### src/rtl/core/lps_pkg.sv
// shared types and constants for the line pixel stepper
package lps_pkg;

    // frame size registers are 7 bits wide, enough to hold 64
    localparam int unsigned FRAME_BITS  = 7;
    localparam int unsigned COLOR_BITS  = 24;
    localparam logic [FRAME_BITS-1:0] FRAME_RESET = 7'd64;

    // configuration register indexes
    typedef enum logic [0:0] {
        CFG_FRAME_WIDTH  = 1'b0,
        CFG_FRAME_HEIGHT = 1'b1
    } t_cfg_reg;

    // sequencer states
    typedef enum logic [0:0] {
        ST_IDLE = 1'b0,
        ST_RUN  = 1'b1
    } t_state;

    // per line step control handed to the step unit
    typedef struct packed {
        logic x_major;
        logic x_down;
        logic y_down;
    } t_step_ctrl;

endpackage

### src/rtl/core/lps_step_unit.sv
// one bresenham step: error update and coordinate move
module lps_step_unit #(
    parameter int unsigned COORD_BITS = 6
) (
    input  logic [COORD_BITS-1:0] i_cur_x,
    input  logic [COORD_BITS-1:0] i_cur_y,
    input  logic [COORD_BITS:0]   i_err,
    input  logic [COORD_BITS-1:0] i_major,
    input  logic [COORD_BITS-1:0] i_minor,
    input  lps_pkg::t_step_ctrl   i_ctrl,
    output logic [COORD_BITS-1:0] o_next_x,
    output logic [COORD_BITS-1:0] o_next_y,
    output logic [COORD_BITS:0]   o_next_err
);

    logic [COORD_BITS:0]   err_sum;
    logic [COORD_BITS:0]   major_ext;
    logic                  step_minor;
    logic                  step_x;
    logic                  step_y;
    logic [COORD_BITS-1:0] one;

    assign one       = {{(COORD_BITS-1){1'b0}}, 1'b1};
    assign major_ext = {1'b0, i_major};
    // err never exceeds major, so the sum fits without overflow
    assign err_sum    = i_err + {1'b0, i_minor};
    assign step_minor = err_sum > major_ext;
    assign o_next_err = step_minor ? (err_sum - major_ext) : err_sum;

    assign step_x = i_ctrl.x_major | step_minor;
    assign step_y = ~i_ctrl.x_major | step_minor;

    always_comb begin
        o_next_x = i_cur_x;
        o_next_y = i_cur_y;
        if (step_x) begin
            o_next_x = i_ctrl.x_down ? (i_cur_x - one) : (i_cur_x + one);
        end
        if (step_y) begin
            o_next_y = i_ctrl.y_down ? (i_cur_y - one) : (i_cur_y + one);
        end
    end

endmodule

### src/rtl/core/line_pixel_stepper.sv
// top level: bresenham line stepper with frame clip flag, one pixel per cycle
// the start point is registered and appears in the cycle after start is taken
// busy is high from the first point to the one before the last, so the next
//   line can start in the cycle its predecessor's last point is shown
// the step unit does one major-axis step each cycle while a line runs; results cannot be stalled
// reset (synchronous, active low) returns to idle and sets the frame to 64x64
module line_pixel_stepper #(
    parameter int unsigned COORD_BITS = 6
) (
    input  logic                            i_clk,
    input  logic                            i_rst_n,
    // line command
    input  logic                            start,
    output logic                            busy,
    input  logic [COORD_BITS-1:0]           i_start_x,
    input  logic [COORD_BITS-1:0]           i_start_y,
    input  logic [COORD_BITS-1:0]           i_end_x,
    input  logic [COORD_BITS-1:0]           i_end_y,
    input  logic [lps_pkg::COLOR_BITS-1:0]  i_pixel_color,
    // pixel results, one per strobe
    output logic                            o_strobe,
    output logic [COORD_BITS-1:0]           o_point_x,
    output logic [COORD_BITS-1:0]           o_point_y,
    output logic                            o_inside_res,
    output logic [lps_pkg::COLOR_BITS-1:0]  o_point_color,
    output logic                            o_last_point,
    // configuration writes
    input  logic                            i_cfg_valid,
    output logic                            o_cfg_ready,
    input  logic                            i_cfg_index,
    input  logic [lps_pkg::FRAME_BITS-1:0]  i_cfg_data
);

    localparam int unsigned FB = lps_pkg::FRAME_BITS;

    // sequencer
    lps_pkg::t_state r_state;
    lps_pkg::t_state n_state;

    // frame registers
    logic [FB-1:0] r_frame_w;
    logic [FB-1:0] r_frame_h;

    // line state
    logic [COORD_BITS-1:0]     r_cur_x;
    logic [COORD_BITS-1:0]     r_cur_y;
    logic [COORD_BITS:0]       r_err;
    logic [COORD_BITS-1:0]     r_steps;
    logic [COORD_BITS-1:0]     r_major;
    logic [COORD_BITS-1:0]     r_minor;
    lps_pkg::t_step_ctrl       r_ctrl;
    logic [lps_pkg::COLOR_BITS-1:0] r_color;

    // output register
    logic                      r_strobe;
    logic [COORD_BITS-1:0]     r_out_x;
    logic [COORD_BITS-1:0]     r_out_y;
    logic                      r_out_inside;
    logic                      r_out_last;

    // setup path for a new line
    logic                      accept;
    logic                      x_fwd;
    logic                      y_fwd;
    logic [COORD_BITS-1:0]     dx;
    logic [COORD_BITS-1:0]     dy;
    lps_pkg::t_step_ctrl       new_ctrl;
    logic [COORD_BITS-1:0]     new_major;
    logic [COORD_BITS-1:0]     new_minor;

    // step path
    logic [COORD_BITS-1:0]     nxt_x;
    logic [COORD_BITS-1:0]     nxt_y;
    logic [COORD_BITS:0]       nxt_err;
    logic                      step_last;

    // point selected for the output register this cycle
    logic [COORD_BITS-1:0]     pt_x;
    logic [COORD_BITS-1:0]     pt_y;
    logic                      pt_inside;

    logic [COORD_BITS-1:0]     one;
    assign one = {{(COORD_BITS-1){1'b0}}, 1'b1};

    assign accept = start & ~busy;

    // spans and directions; a coordinate steps down unless start is below end
    assign x_fwd = i_start_x < i_end_x;
    assign y_fwd = i_start_y < i_end_y;
    assign dx    = x_fwd ? (i_end_x - i_start_x) : (i_start_x - i_end_x);
    assign dy    = y_fwd ? (i_end_y - i_start_y) : (i_start_y - i_end_y);

    // x is major only on a strict win, ties go to y
    assign new_ctrl.x_major = dx > dy;
    assign new_ctrl.x_down  = ~x_fwd;
    assign new_ctrl.y_down  = ~y_fwd;
    assign new_major = new_ctrl.x_major ? dx : dy;
    assign new_minor = new_ctrl.x_major ? dy : dx;

    lps_step_unit #(
        .COORD_BITS (COORD_BITS)
    ) u_step (
        .i_cur_x    (r_cur_x),
        .i_cur_y    (r_cur_y),
        .i_err      (r_err),
        .i_major    (r_major),
        .i_minor    (r_minor),
        .i_ctrl     (r_ctrl),
        .o_next_x   (nxt_x),
        .o_next_y   (nxt_y),
        .o_next_err (nxt_err)
    );

    // the step that takes the count to zero produces the last point
    assign step_last = r_steps == one;

    // next state
    always_comb begin
        n_state = r_state;
        unique case (r_state)
            lps_pkg::ST_IDLE: begin
                if (accept && (new_major != '0)) begin
                    n_state = lps_pkg::ST_RUN;
                end
            end
            lps_pkg::ST_RUN: begin
                if (step_last) begin
                    n_state = lps_pkg::ST_IDLE;
                end
            end
            default: n_state = lps_pkg::ST_IDLE;
        endcase
    end

    // state decoded outputs
    always_comb begin
        unique case (r_state)
            lps_pkg::ST_IDLE: busy = 1'b0;
            lps_pkg::ST_RUN:  busy = 1'b1;
            default:          busy = 1'b0;
        endcase
    end

    // point going to the output register: start point on accept, else the step
    assign pt_x = busy ? nxt_x : i_start_x;
    assign pt_y = busy ? nxt_y : i_start_y;
    assign pt_inside = ({{(FB-COORD_BITS){1'b0}}, pt_x} < r_frame_w) &&
                       ({{(FB-COORD_BITS){1'b0}}, pt_y} < r_frame_h);

    always_ff @(posedge i_clk) begin
        if (!i_rst_n) begin
            r_state  <= lps_pkg::ST_IDLE;
            r_strobe <= 1'b0;
        end else begin
            r_state  <= n_state;
            r_strobe <= accept | busy;
        end
    end

    // line state and output payload
    always_ff @(posedge i_clk) begin
        if (accept) begin
            r_cur_x <= i_start_x;
            r_cur_y <= i_start_y;
            r_err   <= {2'b00, new_major[COORD_BITS-1:1]};
            r_steps <= new_major;
            r_major <= new_major;
            r_minor <= new_minor;
            r_ctrl  <= new_ctrl;
            r_color <= i_pixel_color;
        end else if (busy) begin
            r_cur_x <= nxt_x;
            r_cur_y <= nxt_y;
            r_err   <= nxt_err;
            r_steps <= r_steps - one;
        end
        if (accept || busy) begin
            r_out_x      <= pt_x;
            r_out_y      <= pt_y;
            r_out_inside <= pt_inside;
            r_out_last   <= busy ? step_last : (new_major == '0);
        end
    end

    // configuration transfer, always accepted
    assign o_cfg_ready = 1'b1;

    always_ff @(posedge i_clk) begin
        if (!i_rst_n) begin
            r_frame_w <= lps_pkg::FRAME_RESET;
            r_frame_h <= lps_pkg::FRAME_RESET;
        end else if (i_cfg_valid) begin
            unique case (lps_pkg::t_cfg_reg'(i_cfg_index))
                lps_pkg::CFG_FRAME_WIDTH:  r_frame_w <= i_cfg_data;
                lps_pkg::CFG_FRAME_HEIGHT: r_frame_h <= i_cfg_data;
                default: ;
            endcase
        end
    end

    assign o_strobe      = r_strobe;
    assign o_point_x     = r_out_x;
    assign o_point_y     = r_out_y;
    assign o_inside_res  = r_out_inside;
    assign o_point_color = r_color;
    assign o_last_point  = r_out_last;

endmodule

### config.mk
export PLATFORM = sky130hd
export DESIGN_NAME = line_pixel_stepper
export DESIGN_NICKNAME = d
export VERILOG_FILES = /design/src/rtl/core/lps_pkg.sv /design/src/rtl/core/lps_step_unit.sv /design/src/rtl/core/line_pixel_stepper.sv
export SDC_FILE = /design/constraint.sdc
export NUM_CORES = 1
export LEC_CHECK = 0
export BUFFER_PORTS_ARGS = -buffer_cell sky130_fd_sc_hd__buf_2
export CAP_MARGIN = 20
export CORE_MARGIN = 10
export CORE_UTILIZATION = 39
export DETAILED_ROUTE_END_ITERATION = 10
export PLACE_DENSITY = 0.7
export SYNTH_ARGS = -nofsm -noshare
export SYNTH_HDL_FRONTEND = slang
export SYNTH_SLANG_ARGS = --single-unit
### constraint.sdc
create_clock -name i_clk -period 6.2 [get_ports i_clk]
set_input_delay 0.62 -clock i_clk [delete_from_list [all_inputs] [get_ports i_clk]]
set_output_delay 0.62 -clock i_clk [all_outputs]
set_load 0.05 [all_outputs]
* Word level (Yosys, flattened, before mapping) *
Cells that the tools add are included.

word-level totals
  register bits = 94
  input bits = 60
  logic and storage cells = 79

operators by class
  bitwise operators = 10
  multiplexer cells = 24
  reduce and logical (&&, ||, !) cells = 8
  equality and inequality tests = 1
  add/subtract/negate cells = 11
  order comparisons = 6

operators by type and width
  cell                                               count
  2-to-1 mux 6 bit                                   16
  subtractor 6 bit                                   4
  subtractor 6 x 1 -> 6 bit (second input constant)  3
  less-than comparator 6 x 7 -> 1 bit                2
  adder 6 x 1 -> 6 bit (second input constant)       2
  less-than comparator 6 bit                         2
  2-to-1 mux 5 bit                                   2
  adder 7 x 6 -> 7 bit                               1
  greater-than comparator 7 x 6 -> 1 bit             1
  2-to-1 mux 7 bit                                   1
  subtractor 7 x 6 -> 7 bit                          1
  == test 6 x 1 -> 1 bit (second input constant)     1
  greater-than comparator 6 bit                      1
  logical NOT 6 bit                                  1
  NOT 1 bit                                          6
  nonzero test 6 bit                                 1
  case mux 1 bit (2 select lines)                    2
  AND reduction 2 bit                                2
  2-to-1 mux 1 bit                                   3
  bitwise OR 1 bit                                   3
  logical AND 1 bit                                  2
  nonzero test 2 bit                                 1
  bitwise AND 1 bit                                  1
  logical OR 1 bit                                   1

* Logic depth before layout (Yosys ltp) *
  depth after elaboration = 8
  depth in mapped cells = 21

* Modules after synthesis *
Synthesis repeated with hierarchy kept, for this count alone.

unflattened totals
  cell total of the unflattened synthesis = 586
  area, all modules = 6119.6 sq um

by module, submodules not included
  module              times used  area an instance (sq um)  cells an instance
  line_pixel_stepper  1           4948.5                    440
  lps_step_unit       1           1171.1                    146

* Worst setup path after synthesis *
OpenSTA, ideal clock, no wires.

  path type = in2reg
  from = input i_start_x[0]
  to = register r_state
  path buffers = 1
  path slack = 1.456 ns
  arrival = 4.624 ns
  required time = 6.080 ns
  stages = 18
  setup time = 0.120 ns
  path through = inv_1 ha_1 inv_1 fa_1 a211o_1 a21o_1 a2111o_1 a31oi_1 mux2i_1 inv_1 ha_1 nand3_1 a21o_1 a21oi_1 clkbuf_1 mux2i_1 inv_1 o31a_1

RTL lines
  element               line                       text
  from (decl)           line_pixel_stepper.sv:15   input logic [COORD_BITS-1:0] i_start_x,
  to (signal assigned)  line_pixel_stepper.sv:152  r_state <= lps_pkg::ST_IDLE;
  to (signal assigned)  line_pixel_stepper.sv:155  r_state <= n_state;
  to (decl)             line_pixel_stepper.sv:37   lps_pkg::t_state r_state;

* Final worst setup path *
  from = register r_err[0]
  to = register r_out_inside (netlist: o_inside_res), data pin

between the ends
  longest elaborated chain between the ends = 7
  elaborated cells between the ends (all ways) = 11
  those cells by class = add/sub: 1; order compare: 3; mux: 4; bitwise: 2; reduce/logical: 1

RTL lines
  element                                 line                       text
  from (decl)                             line_pixel_stepper.sv:47   logic [COORD_BITS:0] r_err;
  from (signal assigned)                  line_pixel_stepper.sv:165  r_err <= {2'b00, new_major[COORD_BITS-1:1]};
  from (signal assigned)                  line_pixel_stepper.sv:174  r_err <= nxt_err;
  adder 7 x 6 -> 7 bit                    lps_step_unit.sv:26        assign err_sum = i_err + {1'b0, i_minor};
  greater-than comparator 7 x 6 -> 1 bit  lps_step_unit.sv:27        assign step_minor = err_sum > major_ext;
  bitwise OR 1 bit                        lps_step_unit.sv:30        assign step_x = i_ctrl.x_major | step_minor;
  2-to-1 mux 6 bit                        lps_step_unit.sv:36        if (step_x) begin
  2-to-1 mux 6 bit                        line_pixel_stepper.sv:145  assign pt_x = busy ? nxt_x : i_start_x;
  via pt_x[2]                             line_pixel_stepper.sv:78   logic [COORD_BITS-1:0] pt_x;
  less-than comparator 6 x 7 -> 1 bit     line_pixel_stepper.sv:147  assign pt_inside = ({{(FB-COORD_BITS){1'b0}}, pt_x} < r_frame_w) &&
  logical AND 1 bit                       line_pixel_stepper.sv:147
  via pt_inside                           line_pixel_stepper.sv:80   logic pt_inside;
  to (signal assigned)                    line_pixel_stepper.sv:180  r_out_inside <= pt_inside;
  to (decl)                               line_pixel_stepper.sv:58   logic r_out_inside;

The timed path passes the listed nets, and every way through them passes these cells.
A chain may end at the register's enable or synchronous reset.

==> metrics.md <==
| Metric | Value |
|---|---|
| Top post-synthesis cells by area | `edfxtp_1 37%, ha_1 12%, dfxtp_1 5.8%` |
| Cell count after synthesis | `619` |
| Skew-Pair Late Insertion Delay | `350 ps` |
| Htree depth | `3` |
| Crit path required time | `6300 ps` |
| Startpoint types | `register` |
| CP max-delay cell | `fa_1` |
| Fraction of registers with async set/reset | `0%` |
| Critical Path, Cell by Cell | `ha_1, fa_1, a211oi_1, o21a_1, ha_1, and4_1, a32oi_1, o21a_1, nor3_1, buf_4, nand2_1, o21ai_0, mux2_2, ha_1, nor2_1, nor2_1, o311ai_0, a31oi_1, nor3b_1` |
| Final wirelength | `14700 um` |
| Seq/Total Area, Yosys | `42.7%` |
| Core area | `15400 um2` |
| Maxcap violations | `0` |
| Gr usage total | `13.5%` |
| RSZ-0062 raised after global routing | `false` |
| Mapped Area | `6190 um2` |
| DR vias/cell | `5.17` |
| Fin. max-slew vios | `0` |
| Synth unique cells | `61` |
| Clock Tree Buf Depth | `2` |
| Routed via count | `4813` |
| Switch Pwr | `1500 uW` |
| #FFs+latches synth | `94` |
| Reg area | `2640 um2` |
| Crit share post-route | `73.8%` |
| Power Dens Cells | `491 nW/um2` |
| Initial antenna violation count | `1` |
| Tmin final | `4570 ps` |
| Yosys Warn Count | `0` |
| Nets | `842` |
| Worst hold path type | `in2reg` |
| Post-synth top cells | `76 x edfxtp_1, 70 x inv_1, 60 x ha_1, 53 x nor2_1, 52 x a21oi_1` |
| Hold WS | `446 ps` |
| Post-synth top flop | `edfxtp_1` |
| Status | `finished, final reports clean` |
| ANT nets after route | `0` |
| DP HPWL | `11500 um` |
| Layout cells sized above 1 | `19.1%` |
| CTS sink cnt | `94` |
| 1st-pass router iterations | `5` |
| Leak | `0.00312 uW` |
| Most frequent cell after synthesis | `edfxtp_1` |
| Hold buffer count at cts | `0` |
| Combinational Power Share | `54.0%` |
| Proportion of netlist area held by the largest area contributor | `36.9%` |
| Die Height | `146 um` |
| Setup Viol. Count Final | `0` |
| Slew margin rel. | `54.9%` |
| Fmax | `219 MHz` |
| Critical path class | `reg2reg` |
| Tightest Pin Transition | `673 ps` |
| Cell taking the most area after synthesis | `edfxtp_1` |
| Vias in the first global route | `4712` |
| Initial core utilization | `40.3%` |
| Most used cell, CP | `ha_1` |
| Root Driver | `clkbuf_16` |
| I/O pin count | `101` |
| Syn Area/Cell | `10.0 um2` |
| Internal power | `2070 uW` |
| Fin util | `47.2%` |
| First-pass GRT wire length | `23800 um` |
| DRC viols | `0` |
| Num rows | `45` |
| Reg-to-reg slack, setup | `1630 ps` |
| Largest net degree at the start of global routing | `35` |
| CTS clock-pin slew for the worst setup and hold paths | `70 ps` |
| Die area | `21300 um2` |
| EDFF count, synth | `76` |
| Die Span X | `146 um` |
| Area occupied by multi-input gates | `3180 um2` |
| CTS tree | `built` |
| Fill cell count | `1474` |
| Post-CTS Resized | `0` |
| Grt ovf | `0` |
| Mapped Nets | `747` |
| Crit Path Max Fanout | `12` |
| Pwr Total | `3570 uW` |
| Data arrival, critical path | `4670 ps` |
| Crit-path max cell delay | `430 ps` |
| Area Overhead vs Synth | `17.3%` |
| GP Congestion | `0.890` |
| Hold Vio Cnt, Final | `0` |
| Worst setup EP type | `register` |
| Average wire per standard cell | `15.8 um` |
| Sw Share | `42.1%` |
| Setup TNS | `0 ps` |
| Register share of total power | `28.2%` |
| Maximum VDD drop | `0.224 mV` |
| Number of DRC markers in iteration 0 | `272` |
| Clk pwr share | `17.8%` |
| Port Buffers | `99` |
| Clock skew | `10.7 ps` |
| Post-CTS Setup Repair Bufs | `0` |
| CTS buffer count | `9` |
per-stage QoR:
stage                     setup WS, ps  instance area, um2  cells
after floorplan                   1460                6190    619
after global placement            1510                6900    914
after detailed placement          1440                6900    914
after CTS                         1620                7260    930
after global routing              1310                7260    931
final                             1630                7260    931
final timing paths:
check | from | end | depth (start not counted)
max | r_err[0]$_DFFE_PP_ | o_inside_res$_DFFE_PP_ | 19
min reg2reg | r_frame_h[5]$_SDFFE_PN0P_ | r_frame_h[5]$_SDFFE_PN0P_ | 2
max reg2reg | r_err[0]$_DFFE_PP_ | o_inside_res$_DFFE_PP_ | 19
min | i_pixel_color[19] | o_point_color[19]$_DFFE_PP_ | 1
per-layer routing:
metal	part of all wire [%]	GRT usage [%]
met1	48	17.9
met4	1.7	4.60
met3	5.1	3.17
met5	0	0
met2	45	21.2
cells by family after synthesis:
kind of cell    Yosys count  synth area share, %
compound gates          154                 16.0
xor+xnor                 25                 3.54
fa+ha+maj                68                 14.7
buf+inv                  92                 5.86
flops                    94                 42.7
mux                      28                 4.75
other cells               1               0.0606
simple gates            157                 12.4
power groups by stage:
stage	sequential, uW	combinational (uW)	clock (uW)
global placement	1020	1880	0
detailed placement	1020	1900	0
global route	1030	2140	671
CTS	1010	1920	648
finish	1010	1930	633
floorplan	1160	1320	0
state kept, by name, summed over array words and instances (netlist names):
name	cells
r_frame_h	7
o_point_x	6
o_inside_res	1
r_frame_w	7
o_point_color	24
o_point_y	6
r_err	7
r_cur_y	6
r_ctrl	3
r_minor	6
o_last_point	1
r_cur_x	6
o_strobe	1
r_state	1
r_steps	6
r_major	6
worst max-delay path: cells and delay by family, from the launching register on:
kind / cells / cell delay, ps
DFF: 1 / 410
muxes: 1 / 310
buffers and inverters: 1 / 200
and+or+nand+nor: 6 / 590
AOI/OAI and AO/OA: 7 / 1560
adders and majority gates: 4 / 1250
cell usage in the layout (no fill, tap or decap), types with 7 or more instances in the layout:
cell	netlist	final
a21boi_0	13	13
nand3_1	18	18
mux2_2	7	7
a211oi_1	8	8
nor2b_1	14	14
edfxtp_1	76	76
nor2_1	53	53
mux2i_1	20	20
xnor2_1	16	16
inv_1	70	69
o21a_1	9	9
fa_1	8	8
nand2_1	34	34
nor3_1	9	9
buf_2	4	99
dfxtp_1	18	18
clkbuf_16	0	13
xor2_1	9	9
ha_1	60	60
a21o_1	10	10
o21ai_0	24	24
a21oi_1	52	52
area by class of cell:
type | count | share of cell area [%]
Clock buffer | 14 | 4.67
Inverter | 71 | 3.69
Sequential cell | 94 | 36.4
Antenna cell | 1 | 0.0345
Timing Repair Buffer | 105 | 7.44
Tap cell | 211 | 3.64
Multi-Input combinational cell | 433 | 43.9
Clock inverter | 2 | 0.276
Power figures use the tool's default switching activity.
